$ cat src/hw/rtl/trd_pkg.sv
`default_nettype none

package trd_pkg;

    // header layout and format codes
    localparam logic [4:0] HEADER_LAST = 5'd17;
    localparam logic [4:0] POS_ID_LEN  = 5'd0;
    localparam logic [4:0] POS_CMAP    = 5'd1;
    localparam logic [4:0] POS_TYPE    = 5'd2;
    localparam logic [4:0] POS_W_LO    = 5'd12;
    localparam logic [4:0] POS_W_HI    = 5'd13;
    localparam logic [4:0] POS_H_LO    = 5'd14;
    localparam logic [4:0] POS_H_HI    = 5'd15;
    localparam logic [4:0] POS_DEPTH   = 5'd16;

    localparam logic [7:0] TYPE_RAW    = 8'd2;
    localparam logic [7:0] TYPE_RLE    = 8'd10;
    localparam logic [7:0] DEPTH_RGB   = 8'd24;
    localparam logic [7:0] DEPTH_RGBA  = 8'd32;
    localparam logic [7:0] RAW_LIMIT   = 8'd128;
    localparam logic [7:0] REPEAT_BIAS = 8'd127;
    localparam logic [7:0] OPAQUE      = 8'd255;

    // parser phase
    typedef enum logic [1:0] {
        PH_HEADER,
        PH_SKIP,
        PH_PIXELS,
        PH_IDLE
    } phase_t;

    // result kind
    typedef enum logic [1:0] {
        ST_RUN,
        ST_UNSUPPORTED,
        ST_EMPTY
    } status_t;

    // component position within a pixel
    typedef enum logic [1:0] {
        CI_BLUE,
        CI_GREEN,
        CI_RED,
        CI_ALPHA
    } comp_t;

    // one result word
    typedef struct packed {
        status_t     status;
        logic [7:0]  red;
        logic [7:0]  green;
        logic [7:0]  blue;
        logic [7:0]  alpha;
        logic [7:0]  run_length;
        logic        image_done;
        logic [15:0] image_width;
        logic [15:0] image_height;
    } result_t;

    // input word as held in the input register
    typedef struct packed {
        logic [7:0] data_byte;
        logic       file_start;
    } in_word_t;

endpackage

`default_nettype wire

$ cat src/hw/rtl/trd_in_stage.sv
`default_nettype none

module trd_in_stage (
    input  wire logic             aclk,
    input  wire logic             aresetn,
    input  wire logic             in_valid,
    output logic                  in_ready,
    input  wire trd_pkg::in_word_t in_word,
    input  wire logic             take,
    output logic                  held_valid,
    output trd_pkg::in_word_t     held_word
);

    logic              valid_reg;
    logic              valid_next;
    trd_pkg::in_word_t word_reg;

    // free when empty or when the held word moves on this cycle
    assign in_ready = !valid_reg || take;

    always_comb begin
        valid_next = valid_reg;
        if (in_valid && in_ready) begin
            valid_next = 1'b1;
        end else if (take) begin
            valid_next = 1'b0;
        end
    end

    // valid flag
    always_ff @(posedge aclk) begin
        if (!aresetn) begin
            valid_reg <= 1'b0;
        end else begin
            valid_reg <= valid_next;
        end
    end

    // payload
    always_ff @(posedge aclk) begin
        if (in_valid && in_ready) begin
            word_reg <= in_word;
        end
    end

    assign held_valid = valid_reg;
    assign held_word  = word_reg;

endmodule

`default_nettype wire

$ cat src/hw/rtl/trd_core.sv
`default_nettype none

module trd_core (
    input  wire logic             aclk,
    input  wire logic             aresetn,
    input  wire logic             fire,
    input  wire trd_pkg::in_word_t word,
    output logic                  res_valid,
    output trd_pkg::result_t      res
);

    trd_pkg::phase_t phase_reg, phase_next;
    logic [4:0]      hpos_reg, hpos_next;
    logic [7:0]      skip_reg, skip_next;
    logic            is_rle_reg, is_rle_next;
    logic            has_alpha_reg, has_alpha_next;
    logic            bad_reg, bad_next;
    logic [15:0]     width_reg, width_next;
    logic [15:0]     height_reg, height_next;
    logic [31:0]     pixels_reg, pixels_next;
    logic [7:0]      packet_reg, packet_next;
    logic            repeat_reg, repeat_next;
    trd_pkg::comp_t  ci_reg, ci_next;
    logic [7:0]      blue_reg, blue_next;
    logic [7:0]      green_reg, green_next;
    logic [7:0]      red_reg, red_next;
    logic [31:0]     product_reg;

    // state as seen by this word, after a start mark clears it
    trd_pkg::phase_t cur_phase;
    logic [4:0]      cur_hpos;
    logic [7:0]      cur_skip;
    logic            cur_is_rle;
    logic            cur_has_alpha;
    logic            cur_bad;
    logic [15:0]     cur_width;
    logic [15:0]     cur_height;
    logic [31:0]     cur_pixels;
    logic [7:0]      cur_packet;
    logic            cur_repeat;
    trd_pkg::comp_t  cur_ci;

    logic [7:0]  b;
    logic        hdr_end;
    logic        hdr_reject;
    logic        hdr_empty;
    logic        pkt_header;
    logic        emit;
    logic [7:0]  run_raw;
    logic [7:0]  run;
    logic [31:0] pixels_after;
    logic [7:0]  skip_dec;

    assign b = word.data_byte;

    always_comb begin
        if (word.file_start) begin
            cur_phase     = trd_pkg::PH_HEADER;
            cur_hpos      = '0;
            cur_skip      = '0;
            cur_is_rle    = 1'b0;
            cur_has_alpha = 1'b0;
            cur_bad       = 1'b0;
            cur_width     = '0;
            cur_height    = '0;
            cur_pixels    = '0;
            cur_packet    = '0;
            cur_repeat    = 1'b0;
            cur_ci        = trd_pkg::CI_BLUE;
        end else begin
            cur_phase     = phase_reg;
            cur_hpos      = hpos_reg;
            cur_skip      = skip_reg;
            cur_is_rle    = is_rle_reg;
            cur_has_alpha = has_alpha_reg;
            cur_bad       = bad_reg;
            cur_width     = width_reg;
            cur_height    = height_reg;
            cur_pixels    = pixels_reg;
            cur_packet    = packet_reg;
            cur_repeat    = repeat_reg;
            cur_ci        = ci_reg;
        end
    end

    // decisions shared by phase and datapath logic
    assign hdr_end    = (cur_phase == trd_pkg::PH_HEADER) && (cur_hpos == trd_pkg::HEADER_LAST);
    assign hdr_reject = hdr_end && cur_bad;
    assign hdr_empty  = hdr_end && !cur_bad && ((cur_width == 16'd0) || (cur_height == 16'd0));
    assign pkt_header = (cur_phase == trd_pkg::PH_PIXELS) && cur_is_rle
                        && (cur_packet == 8'd0);
    assign emit       = (cur_phase == trd_pkg::PH_PIXELS) && !pkt_header
                        && (((cur_ci == trd_pkg::CI_RED) && !cur_has_alpha)
                            || (cur_ci == trd_pkg::CI_ALPHA));
    assign skip_dec   = (cur_skip != 8'd0) ? cur_skip - 8'd1 : cur_skip;

    // run length, clamped to the pixels left
    assign run_raw      = (cur_is_rle && cur_repeat) ? cur_packet : 8'd1;
    assign run          = ({24'd0, run_raw} > cur_pixels) ? cur_pixels[7:0] : run_raw;
    assign pixels_after = cur_pixels - {24'd0, run};

    // next phase
    always_comb begin
        phase_next = cur_phase;
        unique case (cur_phase)
            trd_pkg::PH_HEADER: begin
                if (hdr_reject || hdr_empty) begin
                    phase_next = trd_pkg::PH_IDLE;
                end else if (hdr_end) begin
                    phase_next = (cur_skip != 8'd0) ? trd_pkg::PH_SKIP : trd_pkg::PH_PIXELS;
                end
            end
            trd_pkg::PH_SKIP: begin
                if (skip_dec == 8'd0) begin
                    phase_next = trd_pkg::PH_PIXELS;
                end
            end
            trd_pkg::PH_PIXELS: begin
                if (emit && (pixels_after == 32'd0)) begin
                    phase_next = trd_pkg::PH_IDLE;
                end
            end
            trd_pkg::PH_IDLE: begin
                phase_next = trd_pkg::PH_IDLE;
            end
            default: begin
                phase_next = trd_pkg::PH_IDLE;
            end
        endcase
    end

    // datapath and result
    always_comb begin
        hpos_next      = cur_hpos;
        skip_next      = cur_skip;
        is_rle_next    = cur_is_rle;
        has_alpha_next = cur_has_alpha;
        bad_next       = cur_bad;
        width_next     = cur_width;
        height_next    = cur_height;
        pixels_next    = cur_pixels;
        packet_next    = cur_packet;
        repeat_next    = cur_repeat;
        ci_next        = cur_ci;
        blue_next      = blue_reg;
        green_next     = green_reg;
        red_next       = red_reg;
        if (word.file_start) begin
            blue_next  = '0;
            green_next = '0;
            red_next   = '0;
        end

        res_valid        = 1'b0;
        res.status       = trd_pkg::ST_RUN;
        res.red          = '0;
        res.green        = '0;
        res.blue         = '0;
        res.alpha        = '0;
        res.run_length   = '0;
        res.image_done   = 1'b0;

        unique case (cur_phase)
            trd_pkg::PH_HEADER: begin
                unique case (cur_hpos)
                    trd_pkg::POS_ID_LEN: skip_next = b;
                    trd_pkg::POS_CMAP: begin
                        if (b != 8'd0) begin
                            bad_next = 1'b1;
                        end
                    end
                    trd_pkg::POS_TYPE: begin
                        is_rle_next = (b == trd_pkg::TYPE_RLE);
                        if ((b != trd_pkg::TYPE_RAW) && (b != trd_pkg::TYPE_RLE)) begin
                            bad_next = 1'b1;
                        end
                    end
                    trd_pkg::POS_W_LO: width_next  = {cur_width[15:8], b};
                    trd_pkg::POS_W_HI: width_next  = {b, cur_width[7:0]};
                    trd_pkg::POS_H_LO: height_next = {cur_height[15:8], b};
                    trd_pkg::POS_H_HI: height_next = {b, cur_height[7:0]};
                    trd_pkg::POS_DEPTH: begin
                        has_alpha_next = (b == trd_pkg::DEPTH_RGBA);
                        if ((b != trd_pkg::DEPTH_RGB) && (b != trd_pkg::DEPTH_RGBA)) begin
                            bad_next = 1'b1;
                        end
                    end
                    default: begin
                    end
                endcase
                if (!hdr_end) begin
                    hpos_next = cur_hpos + 5'd1;
                end else if (hdr_reject) begin
                    res_valid  = 1'b1;
                    res.status = trd_pkg::ST_UNSUPPORTED;
                end else if (hdr_empty) begin
                    pixels_next    = '0;
                    res_valid      = 1'b1;
                    res.status     = trd_pkg::ST_EMPTY;
                    res.image_done = 1'b1;
                end else begin
                    pixels_next = product_reg;
                end
            end
            trd_pkg::PH_SKIP: begin
                skip_next = skip_dec;
            end
            trd_pkg::PH_PIXELS: begin
                if (pkt_header) begin
                    if (b < trd_pkg::RAW_LIMIT) begin
                        repeat_next = 1'b0;
                        packet_next = b + 8'd1;
                    end else begin
                        repeat_next = 1'b1;
                        packet_next = b - trd_pkg::REPEAT_BIAS;
                    end
                end else begin
                    unique case (cur_ci)
                        trd_pkg::CI_BLUE: begin
                            blue_next = b;
                            ci_next   = trd_pkg::CI_GREEN;
                        end
                        trd_pkg::CI_GREEN: begin
                            green_next = b;
                            ci_next    = trd_pkg::CI_RED;
                        end
                        trd_pkg::CI_RED: begin
                            red_next = b;
                            ci_next  = trd_pkg::CI_ALPHA;
                        end
                        trd_pkg::CI_ALPHA: begin
                        end
                        default: begin
                        end
                    endcase
                    if (emit) begin
                        if (cur_is_rle && cur_repeat) begin
                            packet_next = 8'd0;
                        end else if (cur_is_rle && (cur_packet != 8'd0)) begin
                            packet_next = cur_packet - 8'd1;
                        end
                        pixels_next    = pixels_after;
                        ci_next        = trd_pkg::CI_BLUE;
                        res_valid      = 1'b1;
                        res.red        = (cur_ci == trd_pkg::CI_RED) ? b : red_reg;
                        res.green      = green_reg;
                        res.blue       = blue_reg;
                        res.alpha      = (cur_ci == trd_pkg::CI_ALPHA) ? b : trd_pkg::OPAQUE;
                        res.run_length = run;
                        res.image_done = (pixels_after == 32'd0);
                    end
                end
            end
            trd_pkg::PH_IDLE: begin
            end
            default: begin
            end
        endcase

        res.image_width  = width_next;
        res.image_height = height_next;
    end

    // control state
    always_ff @(posedge aclk) begin
        if (!aresetn) begin
            phase_reg     <= trd_pkg::PH_HEADER;
            hpos_reg      <= '0;
            skip_reg      <= '0;
            is_rle_reg    <= 1'b0;
            has_alpha_reg <= 1'b0;
            bad_reg       <= 1'b0;
            width_reg     <= '0;
            height_reg    <= '0;
            pixels_reg    <= '0;
            packet_reg    <= '0;
            repeat_reg    <= 1'b0;
            ci_reg        <= trd_pkg::CI_BLUE;
            blue_reg      <= '0;
            green_reg     <= '0;
            red_reg       <= '0;
        end else if (fire) begin
            phase_reg     <= phase_next;
            hpos_reg      <= hpos_next;
            skip_reg      <= skip_next;
            is_rle_reg    <= is_rle_next;
            has_alpha_reg <= has_alpha_next;
            bad_reg       <= bad_next;
            width_reg     <= width_next;
            height_reg    <= height_next;
            pixels_reg    <= pixels_next;
            packet_reg    <= packet_next;
            repeat_reg    <= repeat_next;
            ci_reg        <= ci_next;
            blue_reg      <= blue_next;
            green_reg     <= green_next;
            red_reg       <= red_next;
        end
    end

    // pixel count, registered; dimensions settle two words before the header ends
    always_ff @(posedge aclk) begin
        product_reg <= width_reg * height_reg;
    end

endmodule

`default_nettype wire

$ cat src/hw/rtl/trd_out_stage.sv
`default_nettype none

module trd_out_stage (
    input  wire logic            aclk,
    input  wire logic            aresetn,
    input  wire logic            load,
    input  wire trd_pkg::result_t res,
    output logic                 can_take,
    input  wire logic            out_ready,
    output logic                 out_valid,
    output trd_pkg::result_t     out_res
);

    logic             valid_reg;
    logic             valid_next;
    trd_pkg::result_t res_reg;

    // slot is free when empty or emptied this cycle
    assign can_take = !valid_reg || out_ready;

    always_comb begin
        valid_next = valid_reg;
        if (load) begin
            valid_next = 1'b1;
        end else if (out_ready) begin
            valid_next = 1'b0;
        end
    end

    // valid flag
    always_ff @(posedge aclk) begin
        if (!aresetn) begin
            valid_reg <= 1'b0;
        end else begin
            valid_reg <= valid_next;
        end
    end

    // payload
    always_ff @(posedge aclk) begin
        if (load) begin
            res_reg <= res;
        end
    end

    assign out_valid = valid_reg;
    assign out_res   = res_reg;

endmodule

`default_nettype wire

$ cat src/hw/rtl/tga_rle_decoder.sv
// path: accepted byte -> input register -> parser step -> result register
// throughput: one byte per cycle while the result slot can take a word, set
//   by the single-pass parser step between the input and result registers
// reset: aresetn low at a clock edge empties both registers and returns the
//   parser to header byte 0 with all held fields cleared
`default_nettype none

module tga_rle_decoder (
    input  wire logic        aclk,
    input  wire logic        aresetn,
    input  wire logic        s_tvalid,
    output logic             s_tready,
    input  wire logic [7:0]  s_tdata,   // data_byte[7:0]
    input  wire logic        s_tuser,   // file_start[0]
    output logic             m_tvalid,
    input  wire logic        m_tready,
    output logic [71:0]      m_tdata,   // red, green, blue, alpha, run_length,
                                        // image_width[55:40], image_height[71:56]
    output logic [1:0]       m_tuser,   // status[1:0]
    output logic             m_tlast    // image_done
);

    trd_pkg::in_word_t in_word;
    trd_pkg::in_word_t held_word;
    trd_pkg::result_t  res;
    trd_pkg::result_t  out_res;
    logic              held_valid;
    logic              can_take;
    logic              fire;
    logic              res_valid;

    assign in_word.data_byte  = s_tdata;
    assign in_word.file_start = s_tuser;

    // a held word is processed when the result slot can take its word
    assign fire = held_valid && can_take;

    trd_in_stage u_in (
        .aclk       (aclk),
        .aresetn    (aresetn),
        .in_valid   (s_tvalid),
        .in_ready   (s_tready),
        .in_word    (in_word),
        .take       (fire),
        .held_valid (held_valid),
        .held_word  (held_word)
    );

    trd_core u_core (
        .aclk      (aclk),
        .aresetn   (aresetn),
        .fire      (fire),
        .word      (held_word),
        .res_valid (res_valid),
        .res       (res)
    );

    trd_out_stage u_out (
        .aclk      (aclk),
        .aresetn   (aresetn),
        .load      (fire && res_valid),
        .res       (res),
        .can_take  (can_take),
        .out_ready (m_tready),
        .out_valid (m_tvalid),
        .out_res   (out_res)
    );

    // pack the result word
    assign m_tdata = {out_res.image_height, out_res.image_width, out_res.run_length,
                      out_res.alpha, out_res.blue, out_res.green, out_res.red};
    assign m_tuser = out_res.status;
    assign m_tlast = out_res.image_done;

endmodule

`default_nettype wire

$ cat config.mk
export PLATFORM = sky130hd
export DESIGN_NAME = tga_rle_decoder
export DESIGN_NICKNAME = d
export VERILOG_FILES = /design/src/hw/rtl/trd_pkg.sv /design/src/hw/rtl/trd_in_stage.sv /design/src/hw/rtl/trd_core.sv /design/src/hw/rtl/trd_out_stage.sv /design/src/hw/rtl/tga_rle_decoder.sv
export SDC_FILE = /design/constraint.sdc
export NUM_CORES = 1
export LEC_CHECK = 0
export CORE_MARGIN = 2
export CORE_UTILIZATION = 30
export CTS_BUF_LIST = sky130_fd_sc_hd__clkbuf_2 sky130_fd_sc_hd__clkbuf_4 sky130_fd_sc_hd__clkbuf_8
export DETAILED_ROUTE_END_ITERATION = 7
export DONT_BUFFER_PORTS = 1
export PLACE_DENSITY = 0.45
export SLEW_MARGIN = 25
export SYNTH_ARGS = -nofsm -noshare
export SYNTH_HDL_FRONTEND = slang
export SYNTH_SLANG_ARGS = --single-unit
$ cat constraint.sdc
create_clock -name aclk -period 6.9 [get_ports aclk]
set_input_delay 1.035 -clock aclk [delete_from_list [all_inputs] [get_ports aclk]]
set_output_delay 1.035 -clock aclk [all_outputs]
set_load 0.005 [all_outputs]
==> metrics <==
Non-Filler Instances=3,252; f_max=about 0.15 GHz; Max transition margin=34.3%; Hold Crit Class=reg2reg; Synth area leaders=fa_1, dfxtp_1, edfxtp_1, ha_1, nand2_1; CTS Root Cell=clkbuf_8; Yosys reg bits=235; status=complete, no violations; CP Max Fanout=11; slowest CP cell=o311ai_0; final hold violations=0; Initial Util=between 30% and 40%; row cnt=95; die width=265 um; MaxCap Viol Count=0; Die Y=265 um; drt via density=5.20; Final Cycle Share=94.1%; CP Cell Sequence=buf_4 > nand2_1 > fa_1 > fa_1 > inv_1 > fa_1 > inv_1 > fa_1 > fa_1 > inv_1 > fa_1 > ha_1 > nand4_1 > o311ai_0 > o311ai_2 > a31oi_1 > a21o_1 > a21oi_1 > xnor2_1; vias in the first global route=16.7k; CP endpoint kind=flop; nets@finish=~2.7k; post-route minimum period=6.49 ns; Max VDD drop=0.0000945 V; total grt overflow=0; family with the most delay on the worst path=adder cells; average wire per standard cell=19.9 um; biggest cell delay along the critical path=0.79 ns; post-route cell area=22,300 um^2; Worst EP arrival=6.97 ns; clock latency on the worst-skew pair=0.64 ns; RSZ-0062 raised after global routing=false; drt initial violations=~1.2k; Slew @ Worst Pin=just under 1 ns; clock sink total=235; Post-Syn Area=20,400 um^2; Inserted Clock Buffers=45; commonest cells in the netlist=nand2_1, inv_1, nor2_1, fa_1, dfxtp_1; Inst Count DP=3,169; Placer Congestion=just under 0.9; Avg Synthesized Cell Area=8.51 um^2; placed inst area=21,300 um^2; pin count of the biggest net entering global routing=62; fin. max-slew vios=0; Die ar.=70,000 um^2; number of flops mapped to enable cells by yosys=84; cell count after synthesis=2,393; sequential-to-total area share from yosys stat=27.2%; syn_nets=2,732; CP Data Required Time=7.38 ns; cell with the most instances after synthesis=nand2_1; Final TNS setup=0 ns; most used cell, CP=fa_1; top-area cell type share of the netlist area=19.2%; number of antenna violations at the first check in global routing=4; # DRC=0; Yosys warning total=0; Setup CP Type=reg2reg; Final setup viols=0; Worst Path Buf+Inv=4; Routed Antenna Nets=0; layout cells sized above 1=7.15%; CTS tree=built; I/O pin cnt=90; DR vias=around 17k; first-pass GRT wire length=99,600 um; Synth cell types=81; startpoint types=flop; GRT Total Usage=approximately 18%; PortBufs=0; Async S/R FF share, synth=0%; Hold Buf Count CTS=0; CTS H-tree depth=2; ys flop type=dfxtp_1; CTS clk-pin slew, worst paths=roughly 0.06 ns; 1st-pass router iterations=5; clock buffer depth=3; Static Leak=0.00923 uW; max reg flops=75; core box area=67,200 um^2; cell accounting for the most synthesized area=fa_1; final WL=64,700 um; Power Density=159 nW/um^2; Setup Skew=0.0489 ns; HPWL after DPL=48,500 um; P&R area growth vs syn=9.51%
==> cell families after synthesis <==
group | synth area share (%)
buffers and inverters | 7.82
adders and majority gates | 27.2
and+or+nand+nor | 20.8
DFF | 27.2
xor gates and xnor gates | 2.19
AOI/OAI and AO/OA | 14.0
muxes | 0.744
==> repair_timing <==
| action | in CTS | in global routing |
|---|---|---|
| setup endpoints to repair | 0 | 4 |
| gates resized for setup | 0 | 2 |
| buffers inserted | 0 | 0 |
==> path summary, 6_finish.rpt <==
| check | start | end | slack (ns) | depth (start not counted) |
|---|---|---|---|---|
| max reg2reg | u_core.width_reg[8] | u_core.product_reg[27] | 0.41 | 19 |
| max | u_core.width_reg[8] | u_core.product_reg[27] | 0.41 | 19 |
| min | u_core.blue_reg[3] | u_core.blue_reg[3] | 0.49 | 2 |
| min reg2reg | u_core.blue_reg[3] | u_core.blue_reg[3] | 0.49 | 2 |
==> per-stage QoR <==
stage	utilization, %	hold WS [ns]	total power, uW	worst slack (ns)
2_1_floorplan	-	0.457	1920	0.652
3_3_place_gp	31.8	0.471	2120	0.392
3_5_place_dp	31.8	0.477	2120	0.283
4_1_cts	33.2	0.450	3590	0.220
5_1_grt	33.2	0.457	3720	0.0138
6_report	33.2	0.489	3550	0.405
==> power by group <==
| part | internal, uW | total [uW] | switching (uW) |
|---|---|---|---|
| registers | 1460 | 1510 | 51.4 |
| clock network | 801 | 1450 | 650 |
| logic | 198 | 586 | 387 |
| total | 2460 | 3550 | 1090 |
==> cells in the final DEF, fill, tap and decap left out, drive strengths merged, types with 8 or more instances in the layout <==
cell type / synthesis / layout
a211oi: 18 / 18
a21o: 13 / 13
a21oi: 108 / 108
a22oi: 47 / 47
a31oi: 17 / 17
a32o: 8 / 8
and2: 130 / 130
and3: 21 / 21
buf: 27 / 66
clkbuf: 136 / 64
clkinv: 1 / 16
dfxtp: 151 / 151
edfxtp: 84 / 84
fa: 195 / 195
ha: 131 / 131
inv: 255 / 256
mux2i: 14 / 14
nand2: 314 / 314
nand2b: 15 / 15
nand3: 20 / 20
nand4: 13 / 13
nor2: 250 / 250
nor2b: 20 / 20
nor3: 59 / 59
nor4: 31 / 31
o211ai: 9 / 9
o21a: 14 / 14
o21ai: 118 / 118
o22ai: 15 / 15
or4: 8 / 8
xnor2: 34 / 34
xor2: 17 / 17
==> final cells by class <==
cell class	count	area, um^2
antenna	1	2.50
clock buffer	64	812
clock inverter	18	124
fill	7063	44900
inverter	256	965
multi-input combinational	1739	13300
sequential	235	5550
tap	873	1090
timing repair buffer	66	495
==> worst register-to-register path, cell delays in order (launching register included) <==
cell and delay, ns:
dfxtp_1 0.67, buf_4 0.29, nand2_1 0.09, fa_1 0.52
fa_1 0.52, inv_1 0.05, fa_1 0.54, inv_1 0.08
fa_1 0.46, fa_1 0.49, inv_1 0.05, fa_1 0.43
ha_1 0.37, nand4_1 0.18, o311ai_0 0.79, o311ai_2 0.20
a31oi_1 0.25, a21o_1 0.15, a21oi_1 0.07, xnor2_1 0.14
==> layer usage <==
metal | share of wire, % | global-route usage (%)
met4 | 2.9 | 5.88
met1 | 45 | 24.8
met2 | 47 | 30.2
met5 | 0.017 | 0
met3 | 5.2 | 2.96
No activity file was read; power rests on OpenSTA's default activity.
